`config.mk`:
```
export PLATFORM = sky130hd
export DESIGN_NAME = png_chunk_deframer_top
export DESIGN_NICKNAME = d
export VERILOG_FILES = /design/src/design/pcd_pkg.sv /design/src/design/pcd_front.sv /design/src/design/pcd_fifo.sv /design/src/design/pcd_back.sv /design/src/design/png_chunk_deframer_top.sv
export SDC_FILE = /design/constraint.sdc
export NUM_CORES = 1
export LEC_CHECK = 0
export BUFFER_PORTS_ARGS = -buffer_cell sky130_fd_sc_hd__buf_2
export CORE_ASPECT_RATIO = 0.5
export CORE_MARGIN = 5
export CORE_UTILIZATION = 30
export CTS_CLUSTER_DIAMETER = 60
export DETAILED_ROUTE_END_ITERATION = 6
export GPL_ROUTABILITY_DRIVEN = 1
export PLACE_DENSITY = 0.41
export RECOVER_POWER = 100
export SETUP_SLACK_MARGIN = 0.02
export SYNTH_ARGS = -nofsm -noshare
export SYNTH_HDL_FRONTEND = slang
export SYNTH_HIERARCHICAL = 1
export SYNTH_SLANG_ARGS = --single-unit
```
`constraint.sdc`:
```
create_clock -name clk -period 13.5 [get_ports clk]
set_input_delay 2.025 -clock clk [delete_from_list [all_inputs] [get_ports clk]]
set_output_delay 2.025 -clock clk [all_outputs]
set_load 0.01 [all_outputs]
```
`src/design/pcd_pkg.sv`:
```
// ----------------------------------------------------------------------------
// pcd_pkg: shared types and constants
// Classification record passed from the front end to the back end, status
// codes and chunk type codes.
// ----------------------------------------------------------------------------
`default_nettype none
package pcd_pkg;

  localparam logic [3:0] ST_RUNNING      = 4'd0;
  localparam logic [3:0] ST_DONE         = 4'd1;
  localparam logic [3:0] ST_NOT_PNG      = 4'd2;
  localparam logic [3:0] ST_TOO_SMALL    = 4'd3;
  localparam logic [3:0] ST_BAD_IHDR     = 4'd4;
  localparam logic [3:0] ST_BAD_DEPTH    = 4'd5;
  localparam logic [3:0] ST_BAD_PLTE     = 4'd6;
  localparam logic [3:0] ST_BAD_IEND     = 4'd7;
  localparam logic [3:0] ST_UNKNOWN_CRIT = 4'd8;
  localparam logic [3:0] ST_NO_IHDR      = 4'd9;
  localparam logic [3:0] ST_INCOMPLETE   = 4'd10;

  localparam logic [1:0] KIND_NONE = 2'd0;
  localparam logic [1:0] KIND_IDAT = 2'd1;
  localparam logic [1:0] KIND_PLTE = 2'd2;

  localparam logic [31:0] T_IHDR = 32'h49484452;
  localparam logic [31:0] T_PLTE = 32'h504C5445;
  localparam logic [31:0] T_IDAT = 32'h49444154;
  localparam logic [31:0] T_IEND = 32'h49454E44;

  // One classified byte: what the front end decided, plus the raw byte.
  typedef struct packed {
    logic [3:0] status;    // nonzero: this byte finalizes status
    logic [1:0] kind;      // payload forwarding kind
    logic       ihdr_byte; // byte is an IHDR payload byte
    logic [3:0] ihdr_idx;  // index within IHDR payload
    logic       ihdr_last; // last IHDR payload byte
    logic [7:0] data;
  } pcd_item_t;

endpackage
`default_nettype wire

```
`src/design/pcd_front.sv`:
```
// ----------------------------------------------------------------------------
// pcd_front: chunk framer
// Tracks signature, length, type and CRC fields and classifies each byte.
// ----------------------------------------------------------------------------
`default_nettype none
module pcd_front
  import pcd_pkg::*;
#(
  parameter int LENGTH_BITS = 32
) (
  input  wire logic        clk,
  input  wire logic        rst,
  input  wire logic [31:0] file_length,
  input  wire logic        in_take,
  input  wire logic [7:0]  file_byte,
  input  wire logic [7:0]  held_depth,
  input  wire logic        saw_header,
  output pcd_item_t        item
);

  typedef enum logic [2:0] {PH_SIG, PH_LEN, PH_TYPE, PH_PAY, PH_CRC, PH_FIN} phase_t;

  phase_t      phase, phase_next;
  logic [31:0] pos;
  logic [3:0]  cnt, cnt_next;
  logic [31:0] clen, clen_next;
  logic [31:0] ctype, ctype_next;
  logic [31:0] rem, rem_next;
  logic [31:0] shift, shift_next;
  logic        first_done, first_done_next;
  logic [32:0] pos1;
  logic [33:0] need;
  logic [31:0] asm_word;
  logic [7:0]  sig_exp;
  logic [3:0]  dlim;
  logic [10:0] plim;
  logic        len_ovf;
  logic        mod3;
  logic [31:0] rem_dec;
  pcd_item_t   it;

  always_comb begin
    case (cnt[2:0])
      3'd0: sig_exp = 8'h89;
      3'd1: sig_exp = 8'h50;
      3'd2: sig_exp = 8'h4E;
      3'd3: sig_exp = 8'h47;
      3'd4: sig_exp = 8'h0D;
      3'd5: sig_exp = 8'h0A;
      3'd6: sig_exp = 8'h1A;
      default: sig_exp = 8'h0A;
    endcase
  end

  // Residue mod 3 of the length: digit sum of base-4 pairs, narrowed twice.
  function automatic logic mod3_nz(input logic [31:0] v);
    logic [6:0] s;
    logic [3:0] t;
    s = '0;
    for (int i = 0; i < 16; i++) s = s + 7'(v[2*i +: 2]);
    t = 4'(s[1:0]) + 4'(s[3:2]) + 4'(s[5:4]) + 4'(s[6]);
    t = 4'(t[1:0]) + 4'(t[3:2]);
    return !(t == 4'd0 || t == 4'd3 || t == 4'd6);
  endfunction

  always_comb begin
    pos1     = {1'b0, pos} + 33'd1;
    asm_word = {shift[23:0], file_byte};
    need     = {2'b0, pos} + 34'd5 + {2'b0, clen};
    dlim     = (held_depth > 8'd8) ? 4'd8 : held_depth[3:0];
    plim     = 11'd3 << dlim;
    if (LENGTH_BITS >= 32) len_ovf = 1'b0;
    else len_ovf = (clen >> LENGTH_BITS) != 32'd0;
    mod3     = mod3_nz(clen);
    rem_dec  = (rem != 32'd0) ? rem - 32'd1 : 32'd0;

    phase_next      = phase;
    cnt_next        = cnt;
    clen_next       = clen;
    ctype_next      = ctype;
    rem_next        = rem;
    shift_next      = shift;
    first_done_next = first_done;
    it              = '0;
    it.data         = file_byte;

    unique case (phase)
      PH_SIG: begin
        if (file_length < 32'd8 || file_byte != sig_exp) begin
          it.status = ST_NOT_PNG;
        end else if (cnt == 4'd7) begin
          phase_next = PH_LEN;
          cnt_next   = '0;
          if (pos1 >= {1'b0, file_length}) it.status = ST_INCOMPLETE;
        end else begin
          cnt_next = cnt + 4'd1;
        end
      end
      PH_LEN, PH_TYPE: begin
        if (cnt == 4'd0 && ({1'b0, pos} + 33'd4) > {1'b0, file_length}) begin
          it.status = ST_TOO_SMALL;
        end else begin
          shift_next = asm_word;
          cnt_next   = cnt + 4'd1;
          if (cnt == 4'd3) begin
            cnt_next = '0;
            if (phase == PH_LEN) begin
              clen_next  = asm_word;
              phase_next = PH_TYPE;
            end else begin
              ctype_next = asm_word;
              rem_next   = clen;
              if (need > {2'b0, file_length} || len_ovf) begin
                it.status = ST_TOO_SMALL;
              end else if (asm_word == T_IHDR && clen != 32'd13) begin
                it.status = ST_BAD_IHDR;
              end else if (asm_word == T_PLTE &&
                           (clen > {21'd0, plim} || mod3)) begin
                it.status = ST_BAD_PLTE;
              end else if (asm_word == T_IEND) begin
                if (clen != 32'd0) it.status = ST_BAD_IEND;
                else if (!first_done && !saw_header) it.status = ST_NO_IHDR;
                else it.status = ST_DONE;
              end else if (asm_word != T_IDAT && asm_word != T_IHDR &&
                           asm_word != T_PLTE && asm_word[31:24] >= 8'h41 &&
                           asm_word[31:24] <= 8'h5A) begin
                it.status = ST_UNKNOWN_CRIT;
              end else if (clen == 32'd0) begin
                if (!first_done && !saw_header) it.status = ST_NO_IHDR;
                else begin
                  first_done_next = 1'b1;
                  phase_next      = PH_CRC;
                end
              end else begin
                phase_next = PH_PAY;
              end
            end
          end
        end
      end
      PH_PAY: begin
        if (ctype == T_IDAT) it.kind = KIND_IDAT;
        else if (ctype == T_PLTE) it.kind = KIND_PLTE;
        else if (ctype == T_IHDR) begin
          it.ihdr_byte = 1'b1;
          it.ihdr_idx  = 4'd13 - ((rem > 32'd13) ? 4'd13 : rem[3:0]);
        end
        rem_next = rem_dec;
        if (rem_dec == 32'd0) begin
          // IHDR end: the back end checks depth; other chunks check the first-chunk rule here
          if (ctype == T_IHDR) it.ihdr_last = 1'b1;
          else if (!first_done && !saw_header) it.status = ST_NO_IHDR;
          if (!(ctype != T_IHDR && !first_done && !saw_header)) begin
            first_done_next = 1'b1;
            phase_next      = PH_CRC;
            cnt_next        = '0;
          end
        end
      end
      PH_CRC: begin
        cnt_next = cnt + 4'd1;
        if (cnt == 4'd3) begin
          phase_next = PH_LEN;
          cnt_next   = '0;
          if (pos1 >= {1'b0, file_length}) it.status = ST_INCOMPLETE;
        end
      end
      default: begin
        it = '0;
      end
    endcase
    if (it.status != ST_RUNNING) phase_next = PH_FIN;
  end

  assign item = it;

  always_ff @(posedge clk) begin
    if (rst) begin
      phase      <= PH_SIG;
      pos        <= '0;
      cnt        <= '0;
      clen       <= '0;
      ctype      <= '0;
      rem        <= '0;
      shift      <= '0;
      first_done <= 1'b0;
    end else if (in_take && phase != PH_FIN) begin
      phase      <= phase_next;
      cnt        <= cnt_next;
      clen       <= clen_next;
      ctype      <= ctype_next;
      rem        <= rem_next;
      shift      <= shift_next;
      first_done <= first_done_next;
      if (pos != 32'hFFFFFFFF) pos <= pos + 32'd1;
    end
  end

endmodule
`default_nettype wire

```
`src/design/pcd_fifo.sv`:
```
// ----------------------------------------------------------------------------
// pcd_fifo: two-entry queue
// Decouples the front end from the back end.
// ----------------------------------------------------------------------------
`default_nettype none
module pcd_fifo
  import pcd_pkg::*;
(
  input  wire logic      clk,
  input  wire logic      rst,
  input  wire logic      push,
  input  wire pcd_item_t wdata,
  output logic           full,
  input  wire logic      pop,
  output pcd_item_t      rdata,
  output logic           not_empty
);

  pcd_item_t  mem [2];
  logic       wp, rp;
  logic [1:0] count;

  assign full      = count == 2'd2;
  assign not_empty = count != 2'd0;
  assign rdata     = mem[rp];

  always_ff @(posedge clk) begin
    if (push) mem[wp] <= wdata;
  end

  always_ff @(posedge clk) begin
    if (rst) begin
      wp    <= 1'b0;
      rp    <= 1'b0;
      count <= '0;
    end else begin
      if (push) wp <= ~wp;
      if (pop)  rp <= ~rp;
      count <= count + 2'(push) - 2'(pop);
    end
  end

endmodule
`default_nettype wire

```
`src/design/pcd_back.sv`:
```
// ----------------------------------------------------------------------------
// pcd_back: result builder
// Captures IHDR fields, checks the bit depth, freezes status, drives outputs.
// ----------------------------------------------------------------------------
`default_nettype none
module pcd_back
  import pcd_pkg::*;
(
  input  wire logic        clk,
  input  wire logic        rst,
  input  wire logic        in_valid,
  input  wire pcd_item_t   item,
  output logic             take,
  output logic [7:0]       held_depth,
  output logic             saw_header,
  output logic             out_valid,
  input  wire logic        out_ready,
  output logic [3:0]       status,
  output logic [1:0]       payload_kind,
  output logic [7:0]       payload_byte,
  output logic             header_valid,
  output logic [31:0]      image_width,
  output logic [31:0]      image_height,
  output logic [7:0]       sample_depth,
  output logic [7:0]       colour_kind,
  output logic [7:0]       compression_method,
  output logic [7:0]       filter_method,
  output logic [7:0]       interlace_method
);

  logic [3:0]  fin;
  logic [31:0] w, h;
  logic [7:0]  colr, comp, filt;
  logic [7:0]  depth_new;
  logic [3:0]  st;
  logic        hv;

  assign take = in_valid && (!out_valid || out_ready);

  always_comb begin
    depth_new = (item.ihdr_byte && item.ihdr_idx == 4'd8) ? item.data : held_depth;
    st = item.status;
    hv = 1'b0;
    if (item.ihdr_last) begin
      if ((depth_new & (depth_new - 8'd1)) != 8'd0 || depth_new > 8'd8)
        st = ST_BAD_DEPTH;
      else hv = 1'b1;
    end
    if (fin != ST_RUNNING) st = fin;
  end

  always_ff @(posedge clk) begin
    if (rst) begin
      fin        <= ST_RUNNING;
      out_valid  <= 1'b0;
      held_depth <= '0;
      saw_header <= 1'b0;
      w <= '0; h <= '0; colr <= '0; comp <= '0; filt <= '0;
    end else begin
      if (out_valid && out_ready) out_valid <= 1'b0;
      if (take) begin
        out_valid <= 1'b1;
        fin       <= st;
        status    <= st;
        payload_kind <= (st == ST_RUNNING) ? item.kind : KIND_NONE;
        payload_byte <= (st == ST_RUNNING && item.kind != KIND_NONE) ? item.data : 8'd0;
        header_valid <= (st == ST_RUNNING) && hv;
        image_width  <= '0; image_height <= '0; sample_depth <= '0;
        colour_kind  <= '0; compression_method <= '0;
        filter_method <= '0; interlace_method <= '0;
        if (fin == ST_RUNNING && item.ihdr_byte) begin
          if (item.ihdr_idx < 4'd4) w <= {w[23:0], item.data};
          else if (item.ihdr_idx < 4'd8) h <= {h[23:0], item.data};
          else if (item.ihdr_idx == 4'd8) held_depth <= item.data;
          else if (item.ihdr_idx == 4'd9) colr <= item.data;
          else if (item.ihdr_idx == 4'd10) comp <= item.data;
          else if (item.ihdr_idx == 4'd11) filt <= item.data;
        end
        if (fin == ST_RUNNING && hv) begin
          saw_header         <= 1'b1;
          image_width        <= w;
          image_height       <= h;
          sample_depth       <= depth_new;
          colour_kind        <= colr;
          compression_method <= comp;
          filter_method      <= filt;
          interlace_method   <= item.data;
        end
      end
    end
  end

endmodule
`default_nettype wire

```
`src/design/png_chunk_deframer_top.sv`:
```
// ----------------------------------------------------------------------------
// png_chunk_deframer_top: PNG chunk deframer
// Checks the signature, frames chunks, validates IHDR/PLTE/IEND, forwards data.
// ----------------------------------------------------------------------------
//   channel | signals                          | dir
//   input   | in_valid, in_ready, file_byte     | in
//   output  | out_valid, out_ready, status ...  | out
//   config  | cfg_we, cfg_wdata (file_length)   | in
//
// One byte per cycle while out_ready stays high; each input transaction yields one output
// transaction, registered first in the queue and then in the back end's output register.
// The front end classifies a byte in the cycle it is taken and pushes it into
// a two-entry queue; the back end drains it into the output register.
// in_ready drops only when the queue is full. Reset is synchronous; the
// IHDR depth and header flag fed back from the back end can miss the last
// two bytes taken (still queued), which is safe because at least twelve
// bytes separate an IHDR byte from the next chunk type check.
// ----------------------------------------------------------------------------
`default_nettype none
module png_chunk_deframer_top
  import pcd_pkg::*;
#(
  parameter int LENGTH_BITS = 32
) (
  input  wire logic        clk,
  input  wire logic        rst,
  input  wire logic        cfg_we,
  input  wire logic [31:0] cfg_wdata,
  input  wire logic        in_valid,
  output logic             in_ready,
  input  wire logic [7:0]  file_byte,
  output logic             out_valid,
  input  wire logic        out_ready,
  output logic [3:0]       status,
  output logic [1:0]       payload_kind,
  output logic [7:0]       payload_byte,
  output logic             header_valid,
  output logic [31:0]      image_width,
  output logic [31:0]      image_height,
  output logic [7:0]       sample_depth,
  output logic [7:0]       colour_kind,
  output logic [7:0]       compression_method,
  output logic [7:0]       filter_method,
  output logic [7:0]       interlace_method
);

  logic [31:0] file_length;
  logic        q_full, q_ne, take;
  pcd_item_t   f_item, q_item;
  logic [7:0]  held_depth;
  logic        saw_header;

  always_ff @(posedge clk) begin
    if (rst) file_length <= '0;
    else if (cfg_we) file_length <= cfg_wdata;
  end

  assign in_ready = !q_full;

  pcd_front #(.LENGTH_BITS(LENGTH_BITS)) u_front (
    .clk, .rst, .file_length, .in_take(in_valid && in_ready), .file_byte,
    .held_depth, .saw_header, .item(f_item)
  );

  pcd_fifo u_fifo (
    .clk, .rst, .push(in_valid && in_ready), .wdata(f_item), .full(q_full),
    .pop(take), .rdata(q_item), .not_empty(q_ne)
  );

  pcd_back u_back (
    .clk, .rst, .in_valid(q_ne), .item(q_item), .take, .held_depth, .saw_header,
    .out_valid, .out_ready, .status, .payload_kind, .payload_byte, .header_valid,
    .image_width, .image_height, .sample_depth, .colour_kind, .compression_method,
    .filter_method, .interlace_method
  );

`ifndef SYNTHESIS
  // Header fields only appear on a running header transaction.
  assert property (@(posedge clk) disable iff (rst)
    out_valid && header_valid |-> status == ST_RUNNING)
    else $error("header_valid with final status");
  // A final status never changes on later output.
  assert property (@(posedge clk) disable iff (rst)
    out_valid && status != ST_RUNNING && out_ready ##1 out_valid |-> status == $past(status))
    else $error("final status changed");
  // Payload forwarding never accompanies a final status.
  assert property (@(posedge clk) disable iff (rst)
    out_valid && status != ST_RUNNING |-> payload_kind == KIND_NONE)
    else $error("payload with final status");
`endif

endmodule
`default_nettype wire
```
=== Word level (Yosys, flattened, before mapping) ===
Memories as Yosys holds them, arrays and structs flattened. A register that Yosys moved wholly into a read port is not among the register bits.
Cells that the tools add are included.

* Register bits: 417
* Memory bits (writable): 40
* Input port bits: 45
* Output and inout bits: 121
* Memories kept: 1

{| class="wikitable"
|+ Memories
! memory !! depth !! width !! read ports !! clocked after Yosys merged registers in !! write ports !! RTL line !! text
|-
| u_fifo.mem || 2 || 20 || 1 || 1 || 1 || pcd_fifo.sv:19 || <nowiki>pcd_item_t mem [2];</nowiki>
|}

* $add $sub $neg: 30
* Magnitude comparators: 12
* Eq/ne operators: 58
* Shift-type cells: 1
* Mux-type cells: 85
* Bitwise gates (word level): 11
* Reduce and logical (&&, ||, !) cells: 67

{| class="wikitable"
|+ Operators with widths
! kind !! number
|-
| == test 32 x 31 -> 1 bit, second input constant || 6
|-
| two-way mux 32 bit || 4
|-
| != test 32 x 31 -> 1 bit, second input constant || 4
|-
| two-way mux 4 bit || 29
|-
| adder 7 x 2 -> 7 bit || 14
|-
| adder 32 x 3 -> 33 bit, second input constant || 2
|-
| logical NOT 32 bit || 2
|-
| case mux 32 bit (2 select lines) || 1
|-
| nonzero test 32 bit || 2
|-
| two-way mux 3 bit || 16
|-
| case mux 8 bit (6 select lines) || 1
|-
| adder 34 x 32 -> 34 bit || 1
|-
| > comparator 34 x 32 -> 1 bit || 1
|-
| adder 32 x 1 -> 33 bit, second input constant || 1
|-
| greater-or-equal comparator 33 x 32 -> 1 bit || 1
|-
| > comparator 33 x 32 -> 1 bit || 1
|-
| adder 32 x 1 -> 32 bit, second input constant || 1
|-
| > comparator 32 x 11 -> 1 bit || 1
|-
| > comparator 32 x 4 -> 1 bit, second input constant || 1
|-
| < comparator 32 x 4 -> 1 bit, second input constant || 1
|-
| != test 32 bit, second input constant || 1
|-
| != test 32 x 4 -> 1 bit, second input constant || 1
|-
| case mux 4 bit (4 select lines) || 2
|-
| subtractor 32 x 1 -> 32 bit, second input constant || 1
|-
| 56 further kinds || 169
|}

=== Longest topological paths before layout ===
* Depth after elaboration: 35
* Gate-level depth with buffers: 33
* Depth with buffers taken out: 33

=== Modules after synthesis ===
Netlist, hierarchy kept.

{| class="wikitable"
|+ Modules (own cells, without submodules)
! module !! instances !! cells an instance !! area each (µm²) !! sequential area each (µm²)
|-
| pcd_front || 1 || 1985 || 15083.2 || 3203.1
|-
| pcd_back || 1 || 849 || 8887.3 || 5615.4
|-
| pcd_fifo || 1 || 83 || 1742.9 || 1301.2
|-
| png_chunk_deframer_top || 1 || 105 || 1173.6 || 640.6
|}

=== Least setup slack after synthesis ===
Ideal clock, no wire load.

* Kind: in2reg
* From: input rst
* To: register u_back.colour_kind[0] (enable)
* Setup time: 0.742 ns
* Data arrival time: 10.358 ns
* Data required time: 12.758 ns
* Path slack: 2.400 ns
* Cell stages on the path: 2
* Path buffers: 1
* Path through: clkbuf_1 > nor3_1

* Word-level cells in the longest chain between the ends: 2

{| class="wikitable"
|+ Ends and longest elaborated chain
! what !! RTL line !! text
|-
| start, declared || png_chunk_deframer_top.sv:26 || <nowiki>input wire logic rst,</nowiki>
|-
| inverter 1 bit (no line) || n/a ||
|-
| AND reduction 2 bit (no line) || n/a ||
|-
| end signal, assigned || pcd_back.sv:84 || <nowiki>colour_kind <= colr;</nowiki>
|-
| end, declared || pcd_back.sv:25 || <nowiki>output logic [7:0] colour_kind,</nowiki>
|}

No other way between the ends.
A chain may end at the register's enable or synchronous reset.

==> parameters.txt <==
Parameter                              Value

Critical path
  Max FO, Critical Path    about 150
  Startpoint type of the worst setup path    primary input
  Worst Path Class, Setup    in -> reg
  Slowest cell on crit path    sky130_fd_sc_hd__clkbuf_1
  Critical path's largest stage delay    ~5.2 ns
  Cells traversed along the worst timing path    clkbuf_1 > clkbuf_1 > buf_4 > a31oi_1 > a21boi_0
  Most Frequent Cell on Critical Path    sky130_fd_sc_hd__clkbuf_1
  Crit. End Element    flip-flop
  CP Data Arrival Time    about 11 ns
  WP data required    14.01 ns
  Worst setup startpoint    rst
  Startpoint of the worst-slack reg-to-reg timing path    u_front/clen[3]$_SDFFE_PP0P_

Routing
  First-iteration detailed-routing DRC count    1455
  Total detailed-routing wirelength    90.2 mm
  TritonRoute pass-1 iters    5
  Residual DRC count    0
  Post-route ant nets    0
  Number of vias in the routed layout    22300
  Average wire length per cell after detail routing    20.9 um
  Vias per cell    around 5

Synthesis
  Synthesis-stage register bit count    458
  EDFF count, synth    about 160
  Leading cell types by total area after synthesis    sky130_fd_sc_hd__dfxtp_1 (22%), sky130_fd_sc_hd__edfxtp_1 (18%), sky130_fd_sc_hd__ha_1 (9.1%), sky130_fd_sc_hd__a21oi_1 (5.0%), sky130_fd_sc_hd__nand2_1 (4.0%)
  Synthesized netlist cell count    3022
  Portion of the post-synthesis area used by sequential elements    0.400
  Area share of the largest cell type after synthesis    0.223
  Cell type contributing the most total cell area after synthesis    sky130_fd_sc_hd__dfxtp_1
  Dominant register cell in the synthesized netlist    sky130_fd_sc_hd__dfxtp_1
  Mean instance size in the synthesized netlist    a little under 9 um2
  Ys async rst share    0
  Netlist area before placement    approximately 27000 um2
  Netlist cell types    91
  Yosys warns    6

Clocking
  Maximum level of the CTS H-tree    2
  # Post-CTS Setup Buffers    0
  Number of clock sinks    458
  Clock transition at the register clock pins on the worst setup and hold paths after CTS    around 0.060 ns
  Clock latency of the later-clocked register in the worst-skew pair    0.63 ns
  Root buffer cell    sky130_fd_sc_hd__clkbuf_16
  Number of hold buffers added after CTS    0
  CTS tree    done
  Total CTS buffers    49
  Post-CTS resize count    0
  Maximum buffer depth of the clock tree    3

Global route
  Aggregate global routing overflow    0
  Via count of the first global-routing pass    around 22000
  Wire length of the first global-routing pass    137 mm
  Pin count of the biggest net entering global routing    152
  Number of antenna violations at the first check in global routing    5
  Total global-route track usage    0.182

Cells and area
  Synthesis-to-layout area growth    12.3%
  Layout cell share with drive strength beyond 1    0.0627
  Area of combinational cells with multiple inputs    about 14000 um2
  Number of diodes    0
  Final non-filler cell area    30200 um2
  Sequential standard cell area    10800 um2
  # nets final    3369
  Most frequent cells in the layout    sky130_fd_sc_hd__dfxtp_1 (299), sky130_fd_sc_hd__nand2_1 (284), sky130_fd_sc_hd__a21oi_1 (268), sky130_fd_sc_hd__inv_1 (223), sky130_fd_sc_hd__nor2_1 (214)
  Filler cell count    9404
  Most frequent standard cell in the layout excluding fill and tap cells    sky130_fd_sc_hd__dfxtp_1

Power and ir drop
  Power density relative to cell area    138 nW/um2
  Worst vdd ir    0.213 mV
  Total design power    4.16 mW
  Leak    ~11 nW

Timing
  # setup viols final    0
  Hold_ws    between 0.4 and 0.5 ns
  Slew Limit Headroom    -3.86
  Setup repair after global routing missed its margin    no
  Clock period minus final worst setup slack    10.26 ns
  Max-slew violation total from the final report    533
  Period Utilization, post-route    0.760
  Fmax achieved    just under 100 MHz
  Transition at the pin with the smallest max-transition slack    7.29 ns
  Maximum clock skew at final layout    0.0290 ns
  Setup TNS Final    0 ns
  Final Hold Violating Endpoints    0

Floorplanning
  Initial cell density of the core    0.303
  Total I/O pin count    around 170
  Die height    222 um
  Chip Width    433 um
  Placeable core area    88600 um2
  Die outline area    96100 um2
  Placement Rows    between 70 and 80

Placement
  Gp weighted congestion    0.903
  Total placed instance area    28700 um2
  Number of port buffers    165
  Final HPWL DP    64.8 mm

Outcome
  Outcome    finished with violations
  Violated checks    max-capacitance violations, max-slew violations

Min path
  Hold/Removal Path Class    reg -> reg
  Startpoint of the worst hold path    u_front/ctype[21]$_SDFFE_PP0P_

Run
  Number of maximum-capacitance constraint violations    9
-- state kept, by name, summed over array words and instances, names as in the netlist, 24 cells and up, named ones only --
signal and flops:
u_front/pos 32, u_front/rem 32, u_back/image_width 32, u_back/image_height 32, u_fifo/mem 40, file_length 32
u_front/clen 32, u_back/w 32, u_front/shift 24, u_front/ctype 32, u_back/h 32
-- layout make-up --
class / count / share of cell area
inverter: 224 / 0.0278
clock inverter: 30 / 0.0151
multi-input combinational: 2166 / 0.479
tap: 1185 / 0.0491
timing repair buffer: 200 / 0.0290
sequential: 458 / 0.356
clock buffer: 62 / 0.0435
-- synth_stat cells (14+ instances only) --
cell and count:
sky130_fd_sc_hd__and2_1 21, sky130_fd_sc_hd__nand2_1 284, sky130_fd_sc_hd__a211oi_1 30, sky130_fd_sc_hd__buf_6 18
sky130_fd_sc_hd__edfxtp_1 159, sky130_fd_sc_hd__fa_1 30, sky130_fd_sc_hd__nor3_1 166, sky130_fd_sc_hd__o21ai_0 97
sky130_fd_sc_hd__inv_1 223, sky130_fd_sc_hd__dfxtp_1 299, sky130_fd_sc_hd__a21oi_1 269, sky130_fd_sc_hd__a21o_1 25
sky130_fd_sc_hd__mux2i_1 79, sky130_fd_sc_hd__nand3_1 135, sky130_fd_sc_hd__nor2_1 215, sky130_fd_sc_hd__ha_1 195
sky130_fd_sc_hd__nor2b_1 21, sky130_fd_sc_hd__and3_1 19, sky130_fd_sc_hd__or3_1 21, sky130_fd_sc_hd__nand4_1 50
sky130_fd_sc_hd__nor4_1 50, sky130_fd_sc_hd__clkbuf_1 136, sky130_fd_sc_hd__buf_2 17, sky130_fd_sc_hd__xor2_1 54
sky130_fd_sc_hd__o211ai_1 16, sky130_fd_sc_hd__xnor2_1 79, sky130_fd_sc_hd__a22oi_1 14, sky130_fd_sc_hd__mux2_4 20
sky130_fd_sc_hd__or2_2 14, sky130_fd_sc_hd__o21ai_1 61
-- layer usage --
metal / track usage / up-vias / share of wire
li1: - / 10900 / -
met1: 0.266 / 10800 / 0.50
met4: 0.0305 / 0 / 0.016
met5: 0 / - / 0
met2: 0.288 / 459 / 0.44
met3: 0.0263 / 97 / 0.044
-- kinds of logic (layout without fill, tap and decap cells) --
family                     count (synthesis)  after routing  share of synthesized area
other                                      1              4                   0.000139
AOI/OAI and AO/OA                        619            619                      0.137
and+or+nand+nor                         1083           1083                      0.201
DFF                                      458            458                      0.400
xor gates and xnor gates                 134            134                     0.0442
buffers and inverters                    401            516                     0.0636
adders and majority gates                226            226                      0.113
muxes                                    100            100                     0.0410
-- through the flow --
step / std cells / util / worst slack [ns]
floorplan: 3025 / - / 2.40
global placement: 4233 / 0.324 / 5.03
detailed placement: 4233 / 0.324 / 4.92
CTS: 4325 / 0.344 / 4.91
global route: 4325 / 0.341 / 2.36
finish: 4325 / 0.341 / 3.24
-- report_power, final --
group	leakage [nW]	switching [mW]	internal (mW)	total, mW
Clock	0.848	0.635	0.874	1.51
Sequential	3.93	0.0684	1.59	1.65
Combinational	6.51	0.751	0.248	1.00
-- critical path, delay by kind of cell --
kind            cells  cell delay [ns]
buf+inv             3             8.23
compound gates      2             0.23
-- final timing paths --
| check | cells after the start | endpoint | slack (ns) |
|---|---|---|---|
| max | 5 | u_front/phase[2]$_SDFFE_PP0P_ | 3.24 |
| min | 2 | u_front/ctype[21]$_SDFFE_PP0P_ | 0.45 |
| max reg2reg | 32 | u_front/phase[0]$_SDFFE_PP0P_ | 4.82 |
| min reg2reg | 2 | u_front/ctype[21]$_SDFFE_PP0P_ | 0.45 |
Note: power is estimated with default switching activity, not from simulation.
